`config.mk`:
```
export PLATFORM = sky130hd
export DESIGN_NAME = vnn_sqrt
export DESIGN_NICKNAME = d
export VERILOG_FILES = /design/src/rtl/vnn_pkg.sv /design/src/rtl/vnn_sqrt.sv
export SDC_FILE = /design/constraint.sdc
export NUM_CORES = 2
export LEC_CHECK = 0
export ABC_AREA = 0
export BUFFER_PORTS_ARGS = -buffer_cell sky130_fd_sc_hd__clkbuf_2
export CAP_MARGIN = 0
export CORE_ASPECT_RATIO = 1.25
export CORE_UTILIZATION = 58
export CTS_CLUSTER_DIAMETER = 40
export DETAILED_ROUTE_END_ITERATION = 10
export PLACE_DENSITY = 0.77
export SETUP_SLACK_MARGIN = 0.15
export SYNTH_ARGS = -nofsm -noshare
export SYNTH_HDL_FRONTEND = slang
export SYNTH_SLANG_ARGS = --single-unit
```
`constraint.sdc`:
```
create_clock -name clk -period 3.94 [get_ports clk]
set_input_delay 0.197 -clock clk [delete_from_list [all_inputs] [get_ports clk]]
set_output_delay 0.197 -clock clk [all_outputs]
set_load 0.01 [all_outputs]
```
`src/rtl/vnn_pkg.sv`:
```
// ----------------------------------------------------------------------------
// vnn_pkg: shared types and constants for the vector normalizer
// Lane count, widths, norm mode codes and the lane result format.
// ----------------------------------------------------------------------------
package vnn_pkg;
  localparam int LANES      = 8;
  localparam int DW         = 16;
  localparam int OW         = 16;
  localparam int CNT_W      = 4;
  localparam int MAG_W      = DW;
  localparam int SQ_W       = 2 * MAG_W + 3;
  localparam int SQRT_W     = SQ_W / 2 + 15;
  localparam int NUM_W      = MAG_W + 29;
  localparam int DEN_W      = SQRT_W + 1;
  localparam int Q_W        = 16;

  typedef enum logic [1:0] {
    MODE_L2  = 2'd0,
    MODE_L1  = 2'd1,
    MODE_MAX = 2'd2,
    MODE_RSV = 2'd3
  } norm_mode_t;

  localparam logic REG_NORM_MODE     = 1'b0;
  localparam logic REG_FEATURE_COUNT = 1'b1;

  typedef logic signed [DW-1:0] elem_t;
  typedef logic signed [OW-1:0] res_t;
endpackage

```
`src/rtl/vnn_sqrt.sv`:
```
// ----------------------------------------------------------------------------
// vnn_sqrt: pipelined integer square root
// One result bit per stage, restoring method, on sum_sq << 28.
// ----------------------------------------------------------------------------
module vnn_sqrt (
  input  logic                          clk,
  input  logic                          en,
  input  logic [vnn_pkg::SQ_W-1:0]      rad,
  output logic [vnn_pkg::SQRT_W-1:0]    root
);
  import vnn_pkg::*;
  localparam int RW = SQ_W + 28;
  localparam int NS = SQRT_W;

  logic [RW-1:0]     rem_r [NS+1];
  logic [SQRT_W-1:0] r_r   [NS+1];

  always_comb begin
    rem_r[0] = {rad, 28'd0};
    r_r[0]   = '0;
  end

  for (genvar s = 0; s < NS; s++) begin : g_st
    localparam int B = NS - 1 - s;
    logic [RW+1:0] trial;
    logic [RW-1:0] rem_n;
    logic [SQRT_W-1:0] r_n;
    logic [RW-1:0] rem_q;
    logic [SQRT_W-1:0] r_q;
    always_comb begin
      trial = ({2'b0, r_r[s]} << (B + 1)) + ((RW + 2)'(1) << (2 * B));
      if ({2'b0, rem_r[s]} >= trial) begin
        rem_n = rem_r[s] - trial[RW-1:0];
        r_n   = r_r[s] | (SQRT_W'(1) << B);
      end else begin
        rem_n = rem_r[s];
        r_n   = r_r[s];
      end
    end
    always_ff @(posedge clk) begin
      if (en) begin
        rem_q <= rem_n;
        r_q   <= r_n;
      end
    end
    assign rem_r[s+1] = rem_q;
    assign r_r[s+1]   = r_q;
  end

  assign root = r_r[NS];
endmodule

```
==> run_results.csv <==
group,metric,value,unit
run_status,status,"complete, no violations",
logic_synthesis,ys_ff_latch,1782,
routing,routedWlPerCell,18.7,um
die,io_pins,69,
power_and_ir_drop,p_seq_share,43.5,%
sta,worstMarginPinSlew,1.01,ns
sta,rsz0062_at_grt,"yes",
sta,hold_viol,0,
finish,n_fill_cell,11200,
setup_path,reg2reg_to,"g_st[23].rem_q[58]",
finish,synthToLayoutAreaGrowth,13.6,%
routing,first_pass_iters,6,
cts,root_buffer,"clkbuf_16",
die,die_x,362,um
placement,port_buffers,68,
logic_synthesis,synth_fa_ha_area_share,7.35,%
die,die-area,163000,um2
power_and_ir_drop,switching_share,31.0,%
cts,tritoncts,"done",
finish,final_nets,9123,
setup_path,r2r_slack,0.20,ns
sta,skew,0.0655,ns
power_and_ir_drop,p_per_area,582,nW/um2
die,start_util,58.5,%
logic_synthesis,synth_edf_count,1782,
placement,place_hpwl,146000,um
cts,cts_buffers,200,
logic_synthesis,synth-simple-area-share,12.6,%
sta,slew_viol_final,0,
routing,via_count,64300,
setup_path,rr_worst_depth,10,
power_and_ir_drop,p_clk_share,31.1,%
cts,htreeDepth,4,
grt,antenna_found_initial,1,
logic_synthesis,postSynthAreaPerCell,11.5,um2
worst_hold_path,hold_depth,2,
setup_path,crit_cells,10,
routing,ant_nets,0,
logic_synthesis,ys.flop_type,"edfxtp_1",
sta,setup_viol_count_final,0,
sta,fin_crit,3.74,ns
logic_synthesis,yosysUniqueCellTypes,86,
routing,wl,204000,um
setup_path,crit_family,"simple AND/OR/NAND/NOR gates",
grt,first_global_vias,66100,
cts,clk_pin_slew,0.07,ns
logic_synthesis,synthXorXnorAreaFrac,7.51,%
setup_path,cp_num_buf_inv,0,
worst_hold_path,min_to,"g_st[0].rem_q[34]",
sta,fmax,267,MHz
setup_path,worstPathArrival,4.28,ns
setup_path,cp_common_cell,"or3_4",
sta,holdWs,0.0644,ns
power_and_ir_drop,p_leak,0.0412,uW
logic_synthesis,syn-cell-area,93800,um2
worst_hold_path,hold_class,"primary input to flip-flop",
setup_path,regToRegStartpoint,"g_st[22].rem_q[48]",
worst_hold_path,worstHoldStart,"rad[6]",
logic_synthesis,netlist_instances,8138,
setup_path,crit_chain,"or4_4 > nand2b_4 > or3_4 > or3_4 > or3_4 > or4_4 > nor2_8 > a211o_4 > nor4_1 > xor2_1",
power_and_ir_drop,totalPowerFinal,62100,uW
placement,dpl.cell_count,10400,
routing,remaining_drc_errors,0,
logic_synthesis,synth-seq-area-share,57.0,%
power_and_ir_drop,internal_power,42800,uW
setup_path,cpMaxStageDelayCell,"or4_4",
setup_path,critPathRequiredTime,4.48,ns
setup_path,cpPeakStageDelay,0.56,ns
setup_path,endpoint_kind,"flip-flop",
logic_synthesis,synth_warnings,0,
finish,instances_no_fill,10900,
cts,clk_latency,0.86,ns
logic_synthesis,syn_nets,8718,
setup_path,cp_max_fo,7,
grt,grt.overflow.total,0,
power_and_ir_drop,combPwrFrac,25.4,%
logic_synthesis,synthMuxAreaShare,0.657,%
routing,dr.first_iter.drc_count,4550,
power_and_ir_drop,ir_worst_vdd,0.503,mV
logic_synthesis,synth_top_family_by_area,"simple AND/OR/NAND/NOR gates",
sta,slew_headroom,32.4,%
logic_synthesis,async_flop_share,0,%
die,die_h,452,um
cts,cts_max_path_buffers,3,
setup_path,critPathKind,"flip-flop to flip-flop",
die,row_count,164,
power_and_ir_drop,power.switching,19300,uW
flow_run,maxCapViolCount,0,
sta,fin_crit_sh,95.0,%
routing,routed_via_density,5.91,
grt,grt_pass1_wl,324000,um
finish,design_area,107000,um2
logic_synthesis,synth_compound_area_share,11.5,%
grt,grt_max_degree,190,
die,core,160000,um2
placement,gp_congestion,0.977,
placement,placed_cell_area,98100,um2
finish,drive_above_1_share,10.2,%
setup_path,critPathLaunchType,"flip-flop",
grt,track_usage,24.7,%
cts,cts_sinks,1782,
-- timing repair --
action	CTS	global route
buffers inserted	2	23
gates resized for setup	32	121
gates cloned	0	2
endpoints found under the hold margin	149	0
endpoints found under the setup margin	66	206
pin swaps	2	26
hold buffers	64	0
-- layout make-up --
type / count / area [um2] / area share, %
Sequential cell: 1782 / 53500 / 50.2
Multi-Input combinational cell: 5521 / 37900 / 35.5
Timing Repair Buffer: 364 / 2970 / 2.78
Tap cell: 2158 / 2700 / 2.53
Antenna cell: 1 / 2.50 / 0.00235
Inverter: 674 / 2530 / 2.38
Clock inverter: 156 / 1880 / 1.76
Clock buffer: 221 / 5130 / 4.81
-- kinds of logic (layout without fill, tap and decap cells) --
family	Yosys count	count (layout)
other cells	1	2
buf+inv	835	1415
simple gates	2355	2355
xor+xnor	804	804
fa+ha+maj	543	543
mux	56	56
flops	1782	1782
compound gates	1762	1762
-- metal layers --
layer | GRT usage, % | wire length (um) | up-vias
met5 | 0 | 0 | -
met4 | 14.9 | 12400 | 0
met3 | 3.35 | 8330 | 754
met2 | 49.5 | 115000 | 1979
met1 | 23.1 | 68400 | 30800
li1 | - | - | 30800
-- registers in the layout, summed over array words and instances (netlist names) --
| name | flops |
|---|---|
| g_st.rem_q | 1254 |
| g_st.r_q | 496 |
| root | 32 |
-- how the worst max path moves through the flow --
stage / startpoint / to
after global routing: g_st[26].rem_q[10] / g_st[27].rem_q[56]
after global placement: g_st[28].r_q[3] / g_st[29].rem_q[54]
after CTS: g_st[28].rem_q[6] / g_st[29].rem_q[56]
after floorplan: g_st[23].rem_q[16] / g_st[24].rem_q[54]
final: g_st[22].rem_q[48] / g_st[23].rem_q[58]
after detailed placement: g_st[28].r_q[3] / g_st[29].rem_q[56]
-- synth_stat cells (all sizes together), types with 14 or more instances --
cell type,count,area share (%)
nand4,79,0.53
nand2b,116,0.78
clkbuf,139,0.56
a21boi,26,0.21
nand3,130,0.69
inv,674,2.7
o31a,14,0.13
or2,37,0.25
and4,15,0.14
nor4b,22,0.21
a211oi,53,0.42
or3,79,0.54
a31o,15,0.14
o21bai,50,0.40
a21oi,554,3.0
buf,22,0.13
or4,81,0.66
nor2,539,2.2
nor3b,15,0.12
o31ai,57,0.46
nand4b,16,0.15
edfxtp,1782,57
nor4,194,1.3
and2,29,0.19
nand3b,25,0.20
o211ai,32,0.26
a211o,17,0.16
o21a,97,0.78
nor2b,80,0.53
xor2,424,4.0
ha,529,7.1
a2111oi,15,0.14
a21o,202,1.6
mux2,45,0.54
xnor2,380,3.5
a31oi,50,0.34
o21ai,492,2.6
nor3,233,1.2
nand2,617,2.5
and3,33,0.22
fa,14,0.30
-- power groups by stage --
stage | logic (uW) | clock network, uW | registers (uW)
6_report | 15700 | 19300 | 27000
5_1_grt | 17300 | 20300 | 27300
4_1_cts | 15200 | 19500 | 26900
3_5_place_dp | 15000 | 0 | 27200
3_3_place_gp | 14500 | 0 | 27200
2_1_floorplan | 11200 | 0 | 26400
-- metrics by stage --
step / setup slack, ns / util (%) / TNS (ns)
2_1_floorplan: 0.269 / - / 0
3_3_place_gp: -0.103 / 61.2 / -1.06
3_5_place_dp: -0.181 / 61.2 / -1.93
4_1_cts: 0.140 / 66.1 / 0
5_1_grt: 0.0682 / 66.5 / 0
6_report: 0.196 / 66.5 / 0
-- layout by cell type, fill, tap and decap left out, drive strengths merged, types with 29 or more instances in the layout --
cell         count
or4             81
nor3           233
a211oi          53
inv            707
nor2           539
nand2b         116
clkinv          76
mux2            45
nor2b           80
a31oi           50
nand2          617
ha             529
o21bai          50
dlygate4sd3     64
o21a            97
o21ai          492
clkbuf         288
o211ai          32
and2            29
o31ai           57
and3            33
nand4           79
a21o           202
a21oi          554
buf            233
nor4           194
xor2           424
xnor2          380
or3             79
nand3          130
or2             37
edfxtp        1782
No activity file was read; power rests on OpenSTA's default activity.
