[src/rtl/vnn_pkg.sv]
// ----------------------------------------------------------------------------
// vnn_pkg: shared types and constants for the vector normalizer
// Lane count, widths, norm mode codes and the lane result format.
// ----------------------------------------------------------------------------
package vnn_pkg;
  localparam int LANES      = 8;
  localparam int DW         = 16;
  localparam int OW         = 16;
  localparam int CNT_W      = 4;
  localparam int MAG_W      = DW;
  localparam int SQ_W       = 2 * MAG_W + 3;
  localparam int SQRT_W     = SQ_W / 2 + 15;
  localparam int NUM_W      = MAG_W + 29;
  localparam int DEN_W      = SQRT_W + 1;
  localparam int Q_W        = 16;

  typedef enum logic [1:0] {
    MODE_L2  = 2'd0,
    MODE_L1  = 2'd1,
    MODE_MAX = 2'd2,
    MODE_RSV = 2'd3
  } norm_mode_t;

  localparam logic REG_NORM_MODE     = 1'b0;
  localparam logic REG_FEATURE_COUNT = 1'b1;

  typedef logic signed [DW-1:0] elem_t;
  typedef logic signed [OW-1:0] res_t;
endpackage

[src/rtl/vnn_div.sv]
// ----------------------------------------------------------------------------
// vnn_div: pipelined lane divider
// Restoring division, one quotient bit per stage, rounds half away from zero.
// ----------------------------------------------------------------------------
module vnn_div (
  input  logic                       clk,
  input  logic                       en,
  input  logic [vnn_pkg::NUM_W-1:0]  num,
  input  logic [vnn_pkg::DEN_W-1:0]  den,
  input  logic                       neg_in,
  output vnn_pkg::res_t              res
);
  import vnn_pkg::*;
  localparam int QB = Q_W + 1;
  localparam int NW = NUM_W + 1;

  logic [NW-1:0]    n_r [QB+1];
  logic [DEN_W:0]   d_r [QB+1];
  logic [QB-1:0]    q_r [QB+1];
  logic             s_r [QB+1];

  always_comb begin
    n_r[0] = {num, 1'b0} + NW'(den);
    d_r[0] = {den, 1'b0};
    q_r[0] = '0;
    s_r[0] = neg_in;
  end

  for (genvar s = 0; s < QB; s++) begin : g_st
    localparam int B = QB - 1 - s;
    logic [NW+QB-1:0] sh;
    logic [NW-1:0] n_n;
    logic [QB-1:0] q_n;
    logic [NW-1:0] n_q;
    logic [DEN_W:0] d_q;
    logic [QB-1:0] q_q;
    logic s_q;
    always_comb begin
      sh = (NW + QB)'(d_r[s]) << B;
      if ((NW + QB)'(n_r[s]) >= sh) begin
        n_n = n_r[s] - sh[NW-1:0];
        q_n = q_r[s] | (QB'(1) << B);
      end else begin
        n_n = n_r[s];
        q_n = q_r[s];
      end
    end
    always_ff @(posedge clk) begin
      if (en) begin
        n_q <= n_n;
        d_q <= d_r[s];
        q_q <= q_n;
        s_q <= s_r[s];
      end
    end
    assign n_r[s+1] = n_q;
    assign d_r[s+1] = d_q;
    assign q_r[s+1] = q_q;
    assign s_r[s+1] = s_q;
  end

  logic [Q_W-1:0] qv;
  assign qv  = (d_r[QB] == '0) ? '0 : q_r[QB][Q_W-1:0];
  assign res = s_r[QB] ? res_t'(-qv) : res_t'(qv);
endmodule

[config.mk]
export PLATFORM = sky130hd
export DESIGN_NAME = vnn_div
export DESIGN_NICKNAME = d
export VERILOG_FILES = /design/src/rtl/vnn_pkg.sv /design/src/rtl/vnn_div.sv
export SDC_FILE = /design/constraint.sdc
export NUM_CORES = 2
export LEC_CHECK = 0
export BUFFER_PORTS_ARGS = -buffer_cell sky130_fd_sc_hd__buf_2
export CAP_MARGIN = 40
export CELL_PAD_IN_SITES_DETAIL_PLACEMENT = 1
export CELL_PAD_IN_SITES_GLOBAL_PLACEMENT = 1
export CORE_MARGIN = 2
export CORE_UTILIZATION = 35
export CTS_CLUSTER_DIAMETER = 150
export DETAILED_ROUTE_END_ITERATION = 8
export GPL_TIMING_DRIVEN = 0
export HOLD_SLACK_MARGIN = 0.1
export PLACE_DENSITY = 0.7
export SLEW_MARGIN = 30
export SYNTH_ARGS = -nofsm -noshare
export SYNTH_HDL_FRONTEND = slang
export SYNTH_SLANG_ARGS = --single-unit
[constraint.sdc]
create_clock -name clk -period 14.85 [get_ports clk]
set_clock_uncertainty 0.1 [all_clocks]
set_input_delay 0.7425 -clock clk [delete_from_list [all_inputs] [get_ports clk]]
set_output_delay 0.7425 -clock clk [all_outputs]
set_load 0.03 [all_outputs]
==> impl_metrics.csv <==
group,metric,value,unit
setup_path,r2r_start,"g_st[6].n_q[0]$_DFFE_PP_",
detailed_routing,drc_errors,0,
setup_path,rr_endpoint,"g_st[7].n_q[20]$_DFFE_PP_",
timing,hold_viol_final,0,
setup_path,start_kind,"primary input",
setup_path,required,15.32,ns
min_path,hold_class,"primary input to flop",
clock_network,clockRootBuffer,"clkbuf_16",
timing,finalMaxSlewViolations,0,
setup_path,critical_path.startpoint,"den[1]",
timing,max_freq,119.5,MHz
logic_synthesis,syn_inst,7431,
pwr,cellLeakagePower,36.65,nW
floorplan,dieArea,0.2379,mm2
finish,synthToLayoutAreaGrowth,12.98,%
detailed_routing,first_pass_iters,7,
clock_network,clk_latency,0.82,ns
clock_network,clk_pin_slew,0.06,ns
floorplan,pin_count,97,
setup_path,arrival,8.83,ns
setup_path,crit_fanout,10,
timing,post-route-min-period,8.367,ns
global_route,grt_usage,0.1972,
finish,num-nets-final,8443,
placement,port_buffers,96,
logic_synthesis,synth_flop_cell,"edfxtp_1",
placement,place.gp.congestion,0.9331,
logic_synthesis,synth_area_leaders,"edfxtp_1 53%, ha_1 8.9%, a21oi_1 3.6%",
floorplan,core,0.2325,mm2
clock_network,cts.htree.levels,4,
timing,slew_headroom,0.3749,
clock_network,cts_setup_buffers,0,
timing,grt_setup_unrepaired,"false",
setup_path,crit_end,"g_st[0].n_q[41]$_DFFE_PP_",
finish,final_cell_area,0.09253,mm2
global_route,grt_pass1_wl,361.4,mm
timing,holdWs,0.1531,ns
finish,drive_gt1_frac,0.07850,
floorplan,die_y,487.7,um
pwr,powerDensity,182.3,mW/mm2
logic_synthesis,ys_seq_elements,1434,
logic_synthesis,synth_cell_types,93,
status,outcome,"finished clean",
detailed_routing,first_iter_violations,3002,
detailed_routing,drt-vias-per-instance,5.289,
placement,dpl_cell_area,0.08682,mm2
detailed_routing,wire_per_inst,21.85,um
detailed_routing,drtAntennaViolNets,0,
timing,setup_viol,0,
pwr,peakVddDrop,0.0001129,V
clock_network,cts_tree,"built",
logic_synthesis,synth_top_cell_by_area,"edfxtp_1",
global_route,antenna_found_initial,4,
setup_path,rr_worst_depth,13,
logic_synthesis,synth_edf_count,1434,
detailed_routing,vias,57920,
timing,fin_crit_sh,0.5634,
global_route,grt_max_degree,132,
clock_network,clock_sink_count,1434,
logic_synthesis,synth.top_cell.area_share,0.5258,
global_route,overflow,0,
flow_run,max_cap_violations,0,
timing,worst_pin_slew,0.9278,ns
global_route,grt_pass1_vias,61830,
clock_network,clockBufferDepth,3,
setup_path,crit_type,"primary input to flop",
logic_synthesis,syn-num-nets,8112,
logic_synthesis,synth-seq-area-share,0.5258,
floorplan,rows,177,
detailed_routing,drt-total-wl,239.3,mm
floorplan,die_w,487.7,um
timing,tns,0,ns
logic_synthesis,avgSynthCellArea,11.02,um2
setup_path,reg2reg_slack,9.02,ns
clock_network,cts_made_buffers,168,
logic_synthesis,syn-cell-area,0.08190,mm2
placement,place_hpwl,191.4,mm
logic_synthesis,synth_warnings,0,
floorplan,initial_utilization,0.3522,
logic_synthesis,async_reset_ff_frac,0,
setup_path,end_kind,"flop",
==> state kept, by name, summed over array words and instances, names as in the netlist <==
| name | flops |
|---|---|
| g_st.s_q | 17 |
| g_st.n_q | 736 |
| g_st.d_q | 545 |
| g_st.q_q | 136 |
==> logic make-up (layout without fill, tap and decap cells) <==
group,after synthesis,after routing,share of synthesized area
AO/OA/AOI/OAI,2029,2029,0.1549
XOR/XNOR,522,522,0.05583
adder cells (fa/ha/maj),600,600,0.09323
buffers and inverters,857,1324,0.03994
flip-flops,1434,1434,0.5258
multiplexers,150,150,0.02087
other,0,10,0
AND/OR/NAND/NOR,1839,1839,0.1094
==> cell usage after synthesis (84+ instances only) <==
library cell     n
nand3_1        141
nand4_1         89
xnor2_1        291
o21a_1          84
ha_1           583
a21o_1         282
o21ai_0        533
clkbuf_1       137
edfxtp_1      1434
mux2_2         128
nor2_1         419
nand2_1        583
inv_1          690
xor2_1         231
a21oi_1        597
nor3_1          97
==> power by group <==
group | switching, mW | leakage (nW) | internal [mW]
combinational | 3.96 | 20.1 | 2.60
sequential | 0.575 | 13.9 | 5.64
clock | 1.71 | 2.64 | 2.39
==> layout make-up <==
cell class / instances / area [um2]
Fill cell: 25470 / 140000
Sequential cell: 1434 / 43060
Multi-Input combinational cell: 5140 / 35660
Clock buffer: 205 / 4364
Tap cell: 3043 / 3807
Inverter: 691 / 2594
Timing Repair Buffer: 161 / 1267
Clock inverter: 101 / 1071
Buffer: 166 / 683.2
Antenna cell: 10 / 25.02
==> routing by layer <==
layer / share of wire / GRT usage
met1: 0.37 / 0.1995
met2: 0.53 / 0.3805
met3: 0.025 / 0.02268
met4: 0.070 / 0.1243
met5: 0 / 0
==> critical path, cell delays in order <==
cell	delay, ns
dlygate4sd3_1	0.53
buf_2	0.15
ha_1	0.19
fa_1	0.25
a211oi_1	0.11
o21ai_0	0.25
nand3_1	0.21
o21ai_0	0.68
a211o_1	0.24
nand2_1	0.14
o31ai_1	0.77
nand3_1	0.20
xnor2_1	0.21
ha_1	0.41
nand4_1	0.50
nor4_1	0.48
nand4_1	0.19
nor4b_1	0.28
or4b_1	0.46
or4_1	0.45
nor4b_2	0.52
a21oi_1	0.13
buf_6	0.22
buf_8	0.18
mux2_4	0.33
==> worst min path at each step <==
stage | from | to | slack (ns) | cells past startpoint
5_1_grt | den[11] | g_st[0].d_q[12]$_DFFE_PP_ | 0.11 | 1
3_3_place_gp | g_st[15].q_q[5]$_DFFE_PP_ | g_st[16].q_q[5]$_DFFE_PP_ | 0.30 | 0
4_1_cts | den[10] | g_st[0].d_q[11]$_DFFE_PP_ | 0.10 | 1
6_report | den[10] | g_st[0].d_q[11]$_DFFE_PP_ | 0.15 | 1
2_1_floorplan | g_st[9].q_q[10]$_DFFE_PP_ | g_st[10].q_q[10]$_DFFE_PP_ | 0.30 | 0
3_5_place_dp | g_st[1].s_q$_DFFE_PP_ | g_st[2].s_q$_DFFE_PP_ | 0.31 | 0
==> metrics by stage <==
step                utilization  setup slack, ns  instances  power [mW]
floorplan                     -            8.755       7431       10.61
global placement         0.3706           -9.706      10570       12.72
detailed placement       0.3734            6.104      10610       12.78
CTS                      0.3976            6.473      10930       16.96
global route             0.3979            6.075      10950       17.86
finish                   0.3979            6.483      10950       16.87
==> what timing repair did <==
item,in CTS,in global routing
endpoints found under the hold margin,19,1
setup endpoints to repair,0,0
gates resized for setup,0,0
hold buffers,19,1
==> cell usage in the layout, fill, tap and decap left out, types with 30 or more instances in the layout <==
| cell type | netlist | final |
|---|---|---|
| nor2b_1 | 81 | 81 |
| o31ai_1 | 60 | 58 |
| a31oi_1 | 58 | 57 |
| clkinv_1 | 1 | 32 |
| clkinv_2 | 0 | 31 |
| or2_2 | 34 | 34 |
| clkbuf_16 | 0 | 169 |
| a21oi_1 | 597 | 597 |
| o211ai_1 | 40 | 40 |
| ha_1 | 583 | 583 |
| xnor2_1 | 291 | 291 |
| o21a_1 | 84 | 84 |
| nand2_1 | 583 | 583 |
| and3_1 | 60 | 60 |
| inv_1 | 690 | 690 |
| o21ai_0 | 533 | 531 |
| buf_2 | 10 | 117 |
| edfxtp_1 | 1434 | 1434 |
| nor2_1 | 419 | 419 |
| xor2_1 | 231 | 231 |
| nand3_1 | 141 | 141 |
| and2_1 | 30 | 30 |
| nand4_1 | 89 | 89 |
| o21bai_1 | 68 | 68 |
| nor4_1 | 67 | 62 |
| or3_1 | 43 | 43 |
| nand2b_1 | 82 | 82 |
| a211oi_1 | 62 | 61 |
| a21o_1 | 282 | 282 |
| a21boi_0 | 31 | 31 |
| clkbuf_1 | 137 | 171 |
| mux2_2 | 128 | 128 |
| nor3_1 | 97 | 96 |
Note: power is estimated with default switching activity, not from simulation.
